<file path="src/rtl/trickle_timer_bank_unit_assert.svh">
// Assertion macros for the trickle timer bank.
// Depends on clk and rst_n being visible where a macro is used.
`ifndef TRICKLE_TIMER_BANK_UNIT_ASSERT_SVH
`define TRICKLE_TIMER_BANK_UNIT_ASSERT_SVH

// Same-cycle implication, held off during reset.
`define TTB_ASSERT_NOW(lbl, ante, cons, msg) \
    lbl: assert property (@(posedge clk) disable iff (!rst_n) (ante) |-> (cons)) \
        else $error(msg);

// Next-cycle implication, held off during reset.
`define TTB_ASSERT_NEXT(lbl, ante, cons, msg) \
    lbl: assert property (@(posedge clk) disable iff (!rst_n) (ante) |=> (cons)) \
        else $error(msg);

`endif

</file>
<file path="src/rtl/ttb_pkg.sv">
// Shared types, constants and helpers for the trickle timer bank.
// No dependencies.
`timescale 1ns / 1ps

package ttb_pkg;

    localparam int TIMERS     = 4;
    localparam int MAX_EVENTS = 4;
    localparam int WORD_W     = 32;
    localparam int SEED_W     = 16;
    localparam int TIDX_W     = (TIMERS > 1) ? $clog2(TIMERS) : 1;
    localparam int EVT_CNT_W  = $clog2(MAX_EVENTS + 1);
    localparam int STEP_W     = $clog2(WORD_W + 1);

    localparam logic [1:0] MODE_TICK  = 2'd0;
    localparam logic [1:0] MODE_START = 2'd1;
    localparam logic [1:0] MODE_STOP  = 2'd2;

    typedef struct packed {
        logic [1:0]        mode;
        logic [1:0]        timer_id;
        logic [WORD_W-1:0] min_interval;
        logic [WORD_W-1:0] max_interval;
    } ttb_cmd_t;

    typedef struct packed {
        logic [1:0]        fired_timer;
        logic [WORD_W-1:0] new_interval;
        logic [WORD_W-1:0] next_fire_time;
        logic              last;
    } ttb_evt_t;

    typedef struct packed {
        logic              go;
        logic [WORD_W-1:0] dividend;
        logic [WORD_W-1:0] divisor;
    } ttb_mod_req_t;

    typedef struct packed {
        logic              done;
        logic [WORD_W-1:0] remainder;
    } ttb_mod_rsp_t;

    // xorshift32 step; the new state is the draw
    function automatic logic [WORD_W-1:0] xorshift32(input logic [WORD_W-1:0] x);
        logic [WORD_W-1:0] y;
        begin
            y = x ^ (x << 13);
            y = y ^ (y >> 17);
            y = y ^ (y << 5);
            return y;
        end
    endfunction

endpackage

</file>
<file path="src/rtl/ttb_mod_unit.sv">
// Shared iterative remainder unit: restoring division, one bit per cycle.
// Depends on ttb_pkg. A zero divisor gives a zero remainder.
`timescale 1ns / 1ps

module ttb_mod_unit
    import ttb_pkg::*;
(
    input  logic         clk,
    input  logic         rst_n,
    input  ttb_mod_req_t req,
    output ttb_mod_rsp_t rsp
);

    logic              active_reg, active_next;
    logic              done_reg, done_next;
    logic [STEP_W-1:0] cnt_reg, cnt_next;
    logic [WORD_W-1:0] rem_reg, rem_next;
    logic [WORD_W-1:0] dvd_reg, dvd_next;
    logic [WORD_W-1:0] dvs_reg, dvs_next;

    logic [WORD_W:0]   trial;
    logic [WORD_W:0]   diff;
    logic              fits;

    assign trial = {rem_reg, dvd_reg[WORD_W-1]};
    assign fits  = trial >= {1'b0, dvs_reg};
    assign diff  = trial - {1'b0, dvs_reg};

    always_comb
    begin
        active_next = active_reg;
        done_next   = 1'b0;
        cnt_next    = cnt_reg;
        rem_next    = rem_reg;
        dvd_next    = dvd_reg;
        dvs_next    = dvs_reg;
        if (req.go)
        begin
            active_next = 1'b1;
            cnt_next    = STEP_W'(WORD_W);
            rem_next    = '0;
            dvd_next    = req.dividend;
            dvs_next    = req.divisor;
        end
        else if (active_reg)
        begin
            rem_next = fits ? diff[WORD_W-1:0] : trial[WORD_W-1:0];
            dvd_next = dvd_reg << 1;
            cnt_next = cnt_reg - STEP_W'(1);
            if (cnt_reg == STEP_W'(1))
            begin
                active_next = 1'b0;
                done_next   = 1'b1;
            end
        end
    end

    always_ff @(posedge clk or negedge rst_n)
    begin
        if (!rst_n)
        begin
            active_reg <= 1'b0;
            done_reg   <= 1'b0;
            cnt_reg    <= '0;
        end
        else
        begin
            active_reg <= active_next;
            done_reg   <= done_next;
            cnt_reg    <= cnt_next;
        end
    end

    always_ff @(posedge clk)
    begin
        rem_reg <= rem_next;
        dvd_reg <= dvd_next;
        dvs_reg <= dvs_next;
    end

    assign rsp.done      = done_reg;
    assign rsp.remainder = (dvs_reg == '0) ? '0 : rem_reg;

endmodule

</file>
<file path="src/rtl/trickle_timer_bank_unit.sv">
// Top level of the trickle timer bank: sequencer, timer state and event output.
// Depends on ttb_pkg, ttb_mod_unit and trickle_timer_bank_unit_assert.svh.
`timescale 1ns / 1ps
`include "trickle_timer_bank_unit_assert.svh"

//  channel   signals                        beat taken when
//  --------  -----------------------------  -------------------------------
//  command   start, busy, cmd               start && !busy
//  config    cfg_valid, cfg_ready, cfg_data cfg_valid && cfg_ready
//  event     evt_strobe, evt                every cycle evt_strobe is high
//
// Stop and unused modes keep the sequencer idle. A start makes two passes through
// the shared remainder unit (32 steps each) between its control states. A tick
// scans every timer, then takes each fired timer through select, advance, draw
// and remainder, walking past each index below the last fired timer, with up to
// MAX_EVENTS fired timers per tick.
// Reset (rst_n, async, active low) clears time, running bits, seed and the
// generator state (to one); per-timer registers hold junk until a start.
// The event side cannot stall: each event beat lasts exactly one cycle.
// cfg_ready is always high; writes are expected only while busy is low.

module trickle_timer_bank_unit
    import ttb_pkg::*;
(
    input  logic              clk,
    input  logic              rst_n,
    input  logic              start,
    output logic              busy,
    input  ttb_cmd_t          cmd,
    input  logic              cfg_valid,
    output logic              cfg_ready,
    input  logic [SEED_W-1:0] cfg_data,
    output logic              evt_strobe,
    output ttb_evt_t          evt
);

    localparam logic [2:0] ST_IDLE  = 3'd0;
    localparam logic [2:0] ST_SCAN  = 3'd1;  // build the due mask, one timer a cycle
    localparam logic [2:0] ST_NEXT  = 3'd2;  // walk to the next due timer
    localparam logic [2:0] ST_ADV   = 3'd3;  // move start on, double interval up to the cap
    localparam logic [2:0] ST_DRAW  = 3'd4;  // draw and launch fire-time remainder
    localparam logic [2:0] ST_WAIT  = 3'd5;  // write fire time, emit on tick
    localparam logic [2:0] ST_SDRAW = 3'd6;  // start: draw and launch offset remainder
    localparam logic [2:0] ST_SWAIT = 3'd7;  // start: write start, interval, cap

    // control
    logic [2:0]           state_reg, state_next;
    logic [TIDX_W-1:0]    idx_reg, idx_next;
    logic [TIMERS-1:0]    mask_reg, mask_next;
    logic [EVT_CNT_W-1:0] cnt_reg, cnt_next;
    logic                 tick_reg, tick_next;
    logic [WORD_W-1:0]    time_reg, time_next;
    logic [WORD_W-1:0]    rng_reg, rng_next;
    logic [SEED_W-1:0]    seed_reg;
    logic [TIMERS-1:0]    running_reg;
    logic                 strobe_reg, strobe_next;

    // payload
    logic [WORD_W-1:0]    base_reg, base_next;
    logic [WORD_W-1:0]    imin_reg, imin_next;
    logic [WORD_W-1:0]    imax_reg, imax_next;
    ttb_evt_t             evt_reg, evt_next;

    // per-timer state, undefined until a start writes it
    logic [WORD_W-1:0]    start_arr_reg [TIMERS];
    logic [WORD_W-1:0]    fire_arr_reg  [TIMERS];
    logic [WORD_W-1:0]    iv_arr_reg    [TIMERS];
    logic [WORD_W-1:0]    cap_arr_reg   [TIMERS];

    ttb_mod_req_t         mod_req;
    ttb_mod_rsp_t         mod_rsp;

    logic                 accept;
    logic                 id_ok;
    logic [TIDX_W-1:0]    cmd_idx;
    logic [WORD_W-1:0]    cur_iv;
    logic [WORD_W-1:0]    half;
    logic [WORD_W-1:0]    draw_val;
    logic [WORD_W-1:0]    fire_lag;
    logic                 due;
    logic [WORD_W-1:0]    dbl;
    logic [WORD_W-1:0]    dbl_capped;
    logic [WORD_W-1:0]    fire_val;
    logic [TIMERS-1:0]    idx_bit;

    assign accept   = start && !busy;
    assign cmd_idx  = TIDX_W'(cmd.timer_id);
    assign id_ok    = 32'(cmd.timer_id) < 32'(TIMERS);
    assign cur_iv   = iv_arr_reg[idx_reg];
    assign half     = cur_iv >> 1;
    assign draw_val = xorshift32(rng_reg);

    // due when fire time is not after now (wrapping signed compare)
    assign fire_lag = fire_arr_reg[idx_reg] - time_reg;
    assign due      = running_reg[idx_reg] && ((fire_lag == '0) || fire_lag[WORD_W-1]);

    // double with saturation, then cap
    assign dbl        = cur_iv[WORD_W-1] ? '1 : (cur_iv << 1);
    assign dbl_capped = (dbl > cap_arr_reg[idx_reg]) ? cap_arr_reg[idx_reg] : dbl;

    assign fire_val = base_reg + mod_rsp.remainder;
    assign idx_bit  = TIMERS'(1) << idx_reg;

    // the shared remainder unit serves both start offset and fire draw
    assign mod_req.go       = (state_reg == ST_DRAW) || (state_reg == ST_SDRAW);
    assign mod_req.dividend = draw_val;
    assign mod_req.divisor  = (state_reg == ST_SDRAW) ? imin_reg : (cur_iv - half);

    ttb_mod_unit u_mod (
        .clk   (clk),
        .rst_n (rst_n),
        .req   (mod_req),
        .rsp   (mod_rsp)
    );

    always_comb
    begin
        state_next  = state_reg;
        idx_next    = idx_reg;
        mask_next   = mask_reg;
        cnt_next    = cnt_reg;
        tick_next   = tick_reg;
        time_next   = time_reg;
        rng_next    = rng_reg;
        strobe_next = 1'b0;
        base_next   = base_reg;
        imin_next   = imin_reg;
        imax_next   = imax_reg;
        evt_next    = evt_reg;
        unique case (state_reg)
            ST_IDLE:
            begin
                if (accept)
                begin
                    if (cmd.mode == MODE_TICK)
                    begin
                        time_next  = time_reg + WORD_W'(1);
                        idx_next   = '0;
                        mask_next  = '0;
                        cnt_next   = '0;
                        tick_next  = 1'b1;
                        state_next = ST_SCAN;
                    end
                    else if ((cmd.mode == MODE_START) && id_ok)
                    begin
                        rng_next   = (seed_reg == '0) ? WORD_W'(1) : WORD_W'(seed_reg);
                        idx_next   = cmd_idx;
                        imin_next  = cmd.min_interval;
                        imax_next  = cmd.max_interval;
                        tick_next  = 1'b0;
                        state_next = ST_SDRAW;
                    end
                end
            end
            ST_SCAN:
            begin
                mask_next[idx_reg] = due;
                if (idx_reg == TIDX_W'(TIMERS - 1))
                begin
                    idx_next   = '0;
                    state_next = ST_NEXT;
                end
                else
                begin
                    idx_next = idx_reg + TIDX_W'(1);
                end
            end
            ST_NEXT:
            begin
                if ((mask_reg == '0) || (cnt_reg == EVT_CNT_W'(MAX_EVENTS)))
                    state_next = ST_IDLE;
                else if (mask_reg[idx_reg])
                    state_next = ST_ADV;
                else
                    idx_next = idx_reg + TIDX_W'(1);
            end
            ST_ADV:
            begin
                state_next = ST_DRAW;
            end
            ST_DRAW:
            begin
                rng_next   = draw_val;
                base_next  = start_arr_reg[idx_reg] + half;
                state_next = ST_WAIT;
            end
            ST_WAIT:
            begin
                if (mod_rsp.done)
                begin
                    if (tick_reg)
                    begin
                        evt_next.fired_timer    = 2'(idx_reg);
                        evt_next.new_interval   = cur_iv;
                        evt_next.next_fire_time = fire_val;
                        evt_next.last           = ((mask_reg & ~idx_bit) == '0) ||
                                                  (cnt_reg == EVT_CNT_W'(MAX_EVENTS - 1));
                        strobe_next = 1'b1;
                        mask_next   = mask_reg & ~idx_bit;
                        cnt_next    = cnt_reg + EVT_CNT_W'(1);
                        state_next  = ST_NEXT;
                    end
                    else
                    begin
                        state_next = ST_IDLE;
                    end
                end
            end
            ST_SDRAW:
            begin
                rng_next   = draw_val;
                state_next = ST_SWAIT;
            end
            ST_SWAIT:
            begin
                if (mod_rsp.done)
                    state_next = ST_DRAW;
            end
            default:
            begin
                state_next = ST_IDLE;
            end
        endcase
    end

    always_ff @(posedge clk or negedge rst_n)
    begin
        if (!rst_n)
        begin
            state_reg  <= ST_IDLE;
            idx_reg    <= '0;
            mask_reg   <= '0;
            cnt_reg    <= '0;
            tick_reg   <= 1'b0;
            time_reg   <= '0;
            rng_reg    <= WORD_W'(1);
            strobe_reg <= 1'b0;
        end
        else
        begin
            state_reg  <= state_next;
            idx_reg    <= idx_next;
            mask_reg   <= mask_next;
            cnt_reg    <= cnt_next;
            tick_reg   <= tick_next;
            time_reg   <= time_next;
            rng_reg    <= rng_next;
            strobe_reg <= strobe_next;
        end
    end

    // seed register
    always_ff @(posedge clk or negedge rst_n)
    begin
        if (!rst_n)
            seed_reg <= '0;
        else if (cfg_valid && cfg_ready)
            seed_reg <= cfg_data;
    end

    // running bits: set on start, cleared on stop
    always_ff @(posedge clk or negedge rst_n)
    begin
        if (!rst_n)
        begin
            running_reg <= '0;
        end
        else if (accept && id_ok)
        begin
            if (cmd.mode == MODE_START)
                running_reg[cmd_idx] <= 1'b1;
            else if (cmd.mode == MODE_STOP)
                running_reg[cmd_idx] <= 1'b0;
        end
    end

    always_ff @(posedge clk)
    begin
        base_reg <= base_next;
        imin_reg <= imin_next;
        imax_reg <= imax_next;
        evt_reg  <= evt_next;
        if (state_reg == ST_ADV)
        begin
            start_arr_reg[idx_reg] <= start_arr_reg[idx_reg] + cur_iv;
            iv_arr_reg[idx_reg]    <= dbl_capped;
        end
        if ((state_reg == ST_SWAIT) && mod_rsp.done)
        begin
            start_arr_reg[idx_reg] <= time_reg + mod_rsp.remainder;
            iv_arr_reg[idx_reg]    <= imin_reg;
            cap_arr_reg[idx_reg]   <= imax_reg;
        end
        if ((state_reg == ST_WAIT) && mod_rsp.done)
            fire_arr_reg[idx_reg] <= fire_val;
    end

    assign busy       = (state_reg != ST_IDLE);
    assign cfg_ready  = 1'b1;
    assign evt_strobe = strobe_reg;
    assign evt        = evt_reg;

    // events only come out of a tick in progress
    `TTB_ASSERT_NOW(a_evt_while_busy, evt_strobe, busy && tick_reg, "event outside a tick")
    // remainder unit only finishes while the sequencer waits on it
    `TTB_ASSERT_NOW(a_mod_done_in_wait, mod_rsp.done,
        (state_reg == ST_WAIT) || (state_reg == ST_SWAIT), "stray remainder done")
    // a tick advances the time counter by exactly one
    `TTB_ASSERT_NEXT(a_tick_adv, accept && (cmd.mode == MODE_TICK),
        time_reg == $past(time_reg) + WORD_W'(1), "tick did not advance time")

endmodule
</file>
<file path="config.mk">
export PLATFORM = sky130hd
export DESIGN_NAME = trickle_timer_bank_unit
export DESIGN_NICKNAME = d
export VERILOG_FILES = /design/src/rtl/ttb_pkg.sv /design/src/rtl/ttb_mod_unit.sv /design/src/rtl/trickle_timer_bank_unit.sv
export VERILOG_INCLUDE_DIRS = /design/src /design/src/rtl
export SDC_FILE = /design/constraint.sdc
export NUM_CORES = 2
export LEC_CHECK = 0
export ABC_AREA = 1
export BUFFER_PORTS_ARGS = -buffer_cell sky130_fd_sc_hd__buf_2
export CORE_MARGIN = 2
export CORE_UTILIZATION = 42
export CTS_CLUSTER_DIAMETER = 30
export DETAILED_ROUTE_END_ITERATION = 12
export GPL_TIMING_DRIVEN = 0
export PLACE_DENSITY_LB_ADDON = 0.25
export SLEW_MARGIN = 20
export SYNTH_ARGS = -nofsm -noshare
export SYNTH_HDL_FRONTEND = slang
export SYNTH_SLANG_ARGS = --single-unit
</file>
<file path="constraint.sdc">
create_clock -name clk -period 9.25 [get_ports clk]
set_clock_uncertainty 0.1 [all_clocks]
set_input_delay 0.925 -clock clk [delete_from_list [all_inputs] [get_ports clk]]
set_output_delay 0.925 -clock clk [all_outputs]
set_load 0.01 [all_outputs]
</file>
==> out/results.tsv <==
stage	metric	value	unit
place	dpl hpwl	119000	microns
cts	H-tree depth	4	
sta	max_slew headroom	0.246	
setup_path	endpoint type of the worst setup path	register	
floorplan	die width	342	microns
route	drt wl/cell	21.6	microns
layout	fin cells	7226	
sta	Worst Hold Slack	0.190	ns
synthesis	Yosys top cell area share	0.464	
synthesis	post-synthesis adder-cell area fraction	0.0717	
place	dpl ws	1.47	ns
synthesis	Synth area leaders	edfxtp_1, nand2_1, ha_1	
grt	largest net degree at the start of global routing	63	
power_and_ir_drop	Switch Pwr	0.00240	W
synthesis	mux cell area share after synthesis	0.000209	
setup_path	CP max FO	10	
sta	Tcrit/Tclk final	0.837	
cts	Reg clk slew, reported paths	0.05	ns
layout	ANT cells	0	
cts	worst-skew pair later-pin latency	0.81	ns
cts	total CTS buffers	183	
synthesis	Async SR Flop Fraction	0.121	
floorplan	io pins	158	
synthesis	Compound-Gate Fraction of Synth Area	0.137	
power_and_ir_drop	Clk pwr share	0.609	
grt	vias in the first global route	37500	
floorplan	Initial Util	0.424	
power_and_ir_drop	sw frac	0.218	
sta	RSZ-0062 raised after global routing	no	
route	via/cell ratio	5.41	
route	drt pass-1 iters	5	
sta	FMAX	129	MHz
synthesis	Avg Inst Size Synth	9.30	sq um
floorplan	Die ar.	0.117	sq mm
layout	layout cell share with drive strength beyond 1	0.114	
floorplan	Rows	123	
floorplan	height of the die	342	microns
sta	final worst slack	1.51	ns
layout	net count reported at finish	5923	
layout	Area Growth Syn to Fin	21.6	%
power_and_ir_drop	combinational group share of total power	0.004	
synthesis	Mapped Nets	5506	
synthesis	Post-synth EDFFs	739	
route	Vias	39100	
run_status	status	completed	
cts	post_cts resized	0	
grt	gr ovfl total	0	
cts	CTS Sinks	877	
worst_hold_path	Min-Delay Path Class	primary input to register	
sta	worst-margin pin slew	1.13	ns
synthesis	simple-gate area share of the yosys netlist	0.169	
power_and_ir_drop	pwr dens	189	mW/mm^2
cts	CTS tree	done	
sta	Final Hold Vio Count	0	
setup_path	Reg-to-Reg End	iv_arr_reg[2][28]	
synthesis	XOR/XNOR Fraction of Synth Area	0.0339	
sta	setup violators final	0	
route	DRT antenna net count	0	
setup_path	path depth of the worst reg2reg path	20	
floorplan	CORE AREA	0.113	sq mm
grt	initial antenna violation count	4	
synthesis	cell area after synthesis	0.0479	sq mm
setup_path	crit path kind	register to register	
place	dpl cells	6879	
sta	Slew Viols, Final	0	
route	DRC	0	
grt	gr usage total	0.265	
cts	Post-CTS Hold Fix Bufs	1	
synthesis	Synth Instances	5148	
power_and_ir_drop	Seq pwr share	0.387	
grt	first-pass GRT wire length	231000	microns
worst_hold_path	Hold Path End	imin_reg[9]	
power_and_ir_drop	Leak	23.4	nW
place	global placer's final weighted congestion	0.961	
cts	Clk Tree Root Cell	clkbuf_16	
synthesis	Yosys warnings	0	
job	Max-Cap Viols	0	
cts	Max clock buf depth	3	
setup_path	reg2reg start	idx_reg[0]	
synthesis	largest family of logic cells by synthesized area	simple AND/OR/NAND/NOR gates	
power_and_ir_drop	IR Drop Worst-Case VDD	0.000181	V
layout	Final Util	0.516	
synthesis	Yosys reg bits	877	
worst_hold_path	Hold Path Depth	1	
synthesis	post-synthesis sequential area ratio	0.532	
setup_path	Setup crit start kind	register	
worst_hold_path	Hold Crit Start	cmd[41]	
synthesis	largest area contributor in the netlist	edfxtp_1	
sta	minimum clock period	7.74	ns
power_and_ir_drop	P_int	0.00861	W
route	drt total wl	156000	microns
setup_path	critical path data arrival time	8.09	ns
setup_path	r2r setup slk	1.51	ns
setup_path	Crit path required time	9.59	ns
synthesis	Synth Flop Type	edfxtp_1	
layout	fillers	10200	
place	buffers added on ports	156	
route	drt initial violations	3683	
cts	number of setup buffers added after CTS	0	
synthesis	Synth cell types	63	
-- metrics by stage --
| step | total power (W) | cell area, sq um | setup TNS, ns |
|---|---|---|---|
| after floorplan | 0.00434 | 47900 | 0 |
| after global placement | 0.00437 | 50500 | -28.75 |
| after detailed placement | 0.00437 | 51700 | 0 |
| after CTS | 0.0111 | 58200 | 0 |
| after global routing | 0.0113 | 58200 | 0 |
| final | 0.0110 | 58200 | 0 |
-- per-layer routing --
metal / up-vias / GRT usage / wire length, microns
met5: - / 0 / 0
met4: 0 / 0.122 / 7090
met3: 288 / 0.0413 / 10300
met2: 1453 / 0.417 / 70700
met1: 18600 / 0.360 / 67700
li1: 18800 / - / -
-- cell usage in the layout (no fill, tap or decap), drive strengths merged, types with 27 or more instances in the layout --
cell    count
a21o       29
a21oi     416
a31oi      29
a32o       33
a32oi      34
buf       265
clkbuf    319
clkinv     70
dfrtp     105
dfxtp      32
edfxtp    739
ha        263
inv       578
nand2    1173
nand3     199
nand4      48
nor2      437
nor3       59
o211ai     27
o21ai     420
o22ai      76
xnor2      69
xor2      116
-- worst max-delay path: stages, from the launching register on --
cell,delay [ns]
dfrtp_1,0.46
buf_2,0.38
clkbuf_1,0.88
clkbuf_2,0.73
buf_2,0.51
a21oi_1,0.13
a32oi_1,0.47
buf_4,0.25
inv_1,0.07
ha_1,0.25
inv_1,0.08
ha_1,0.15
nand2_1,0.08
nor2_1,0.19
nand4_1,0.19
nor4_1,0.49
nand2_1,0.13
nand2_1,0.28
clkbuf_1,0.54
a21oi_1,0.13
o21ai_0,0.86
-- area by class of cell --
cell class,count,area (sq um),share of cell area
tap,1500,1880,0.0322
timing repair buffer,232,1800,0.0309
sequential,877,25500,0.438
clock buffer,198,4700,0.0807
multi-input combinational,3569,19900,0.342
clock inverter,148,1770,0.0304
inverter,547,2050,0.0353
buffer,155,618,0.0106
-- Yosys cell counts (16+ instances only) --
master and count:
o22ai_1 76, a21o_1 29, edfxtp_1 739, ha_1 263
o211ai_1 27, xor2_1 116, nand3_1 199, dfxtp_1 32
clkbuf_1 121, o21bai_1 25, a21oi_1 416, o21a_1 16
xnor2_1 69, o21ai_0 412, a32o_1 33, inv_1 539
nor2_1 433, a31oi_1 29, nand4_1 46, nand2_1 1167
dfrtp_1 105, nor3_1 52, a32oi_1 34, buf_2 19
or2_2 18
-- worst max path at each step --
| stage | depth (start not counted) | slack (ns) | endpoint | start |
|---|---|---|---|---|
| 2_1_floorplan | 11 | 2.16 | rng_reg[0] | cmd[66] |
| 3_3_place_gp | 12 | -1.04 | rng_reg[0] | cmd[67] |
| 3_5_place_dp | 20 | 1.47 | iv_arr_reg[0][26] | idx_reg[0] |
| 4_1_cts | 20 | 1.44 | iv_arr_reg[2][26] | idx_reg[0] |
| 5_1_grt | 20 | 1.17 | iv_arr_reg[0][28] | idx_reg[0] |
| 6_report | 20 | 1.51 | iv_arr_reg[2][28] | idx_reg[0] |
-- power by group through the flow --
stage               sequential (W)  clock (W)  combinational (W)
floorplan                  0.00432          0          0.0000124
global placement           0.00433          0          0.0000446
detailed placement         0.00433          0          0.0000471
CTS                        0.00425    0.00677          0.0000480
global route               0.00425    0.00698          0.0000537
finish                     0.00425    0.00670          0.0000465
-- kinds of logic after synthesis --
logic type,after synthesis
XOR/XNOR,185
buffers and inverters,702
AO/OA/AOI/OAI,1148
multiplexers,1
flip-flops,877
adder cells (fa/ha/maj),270
other,1
AND/OR/NAND/NOR,1964
Power figures use the tool's default switching activity.
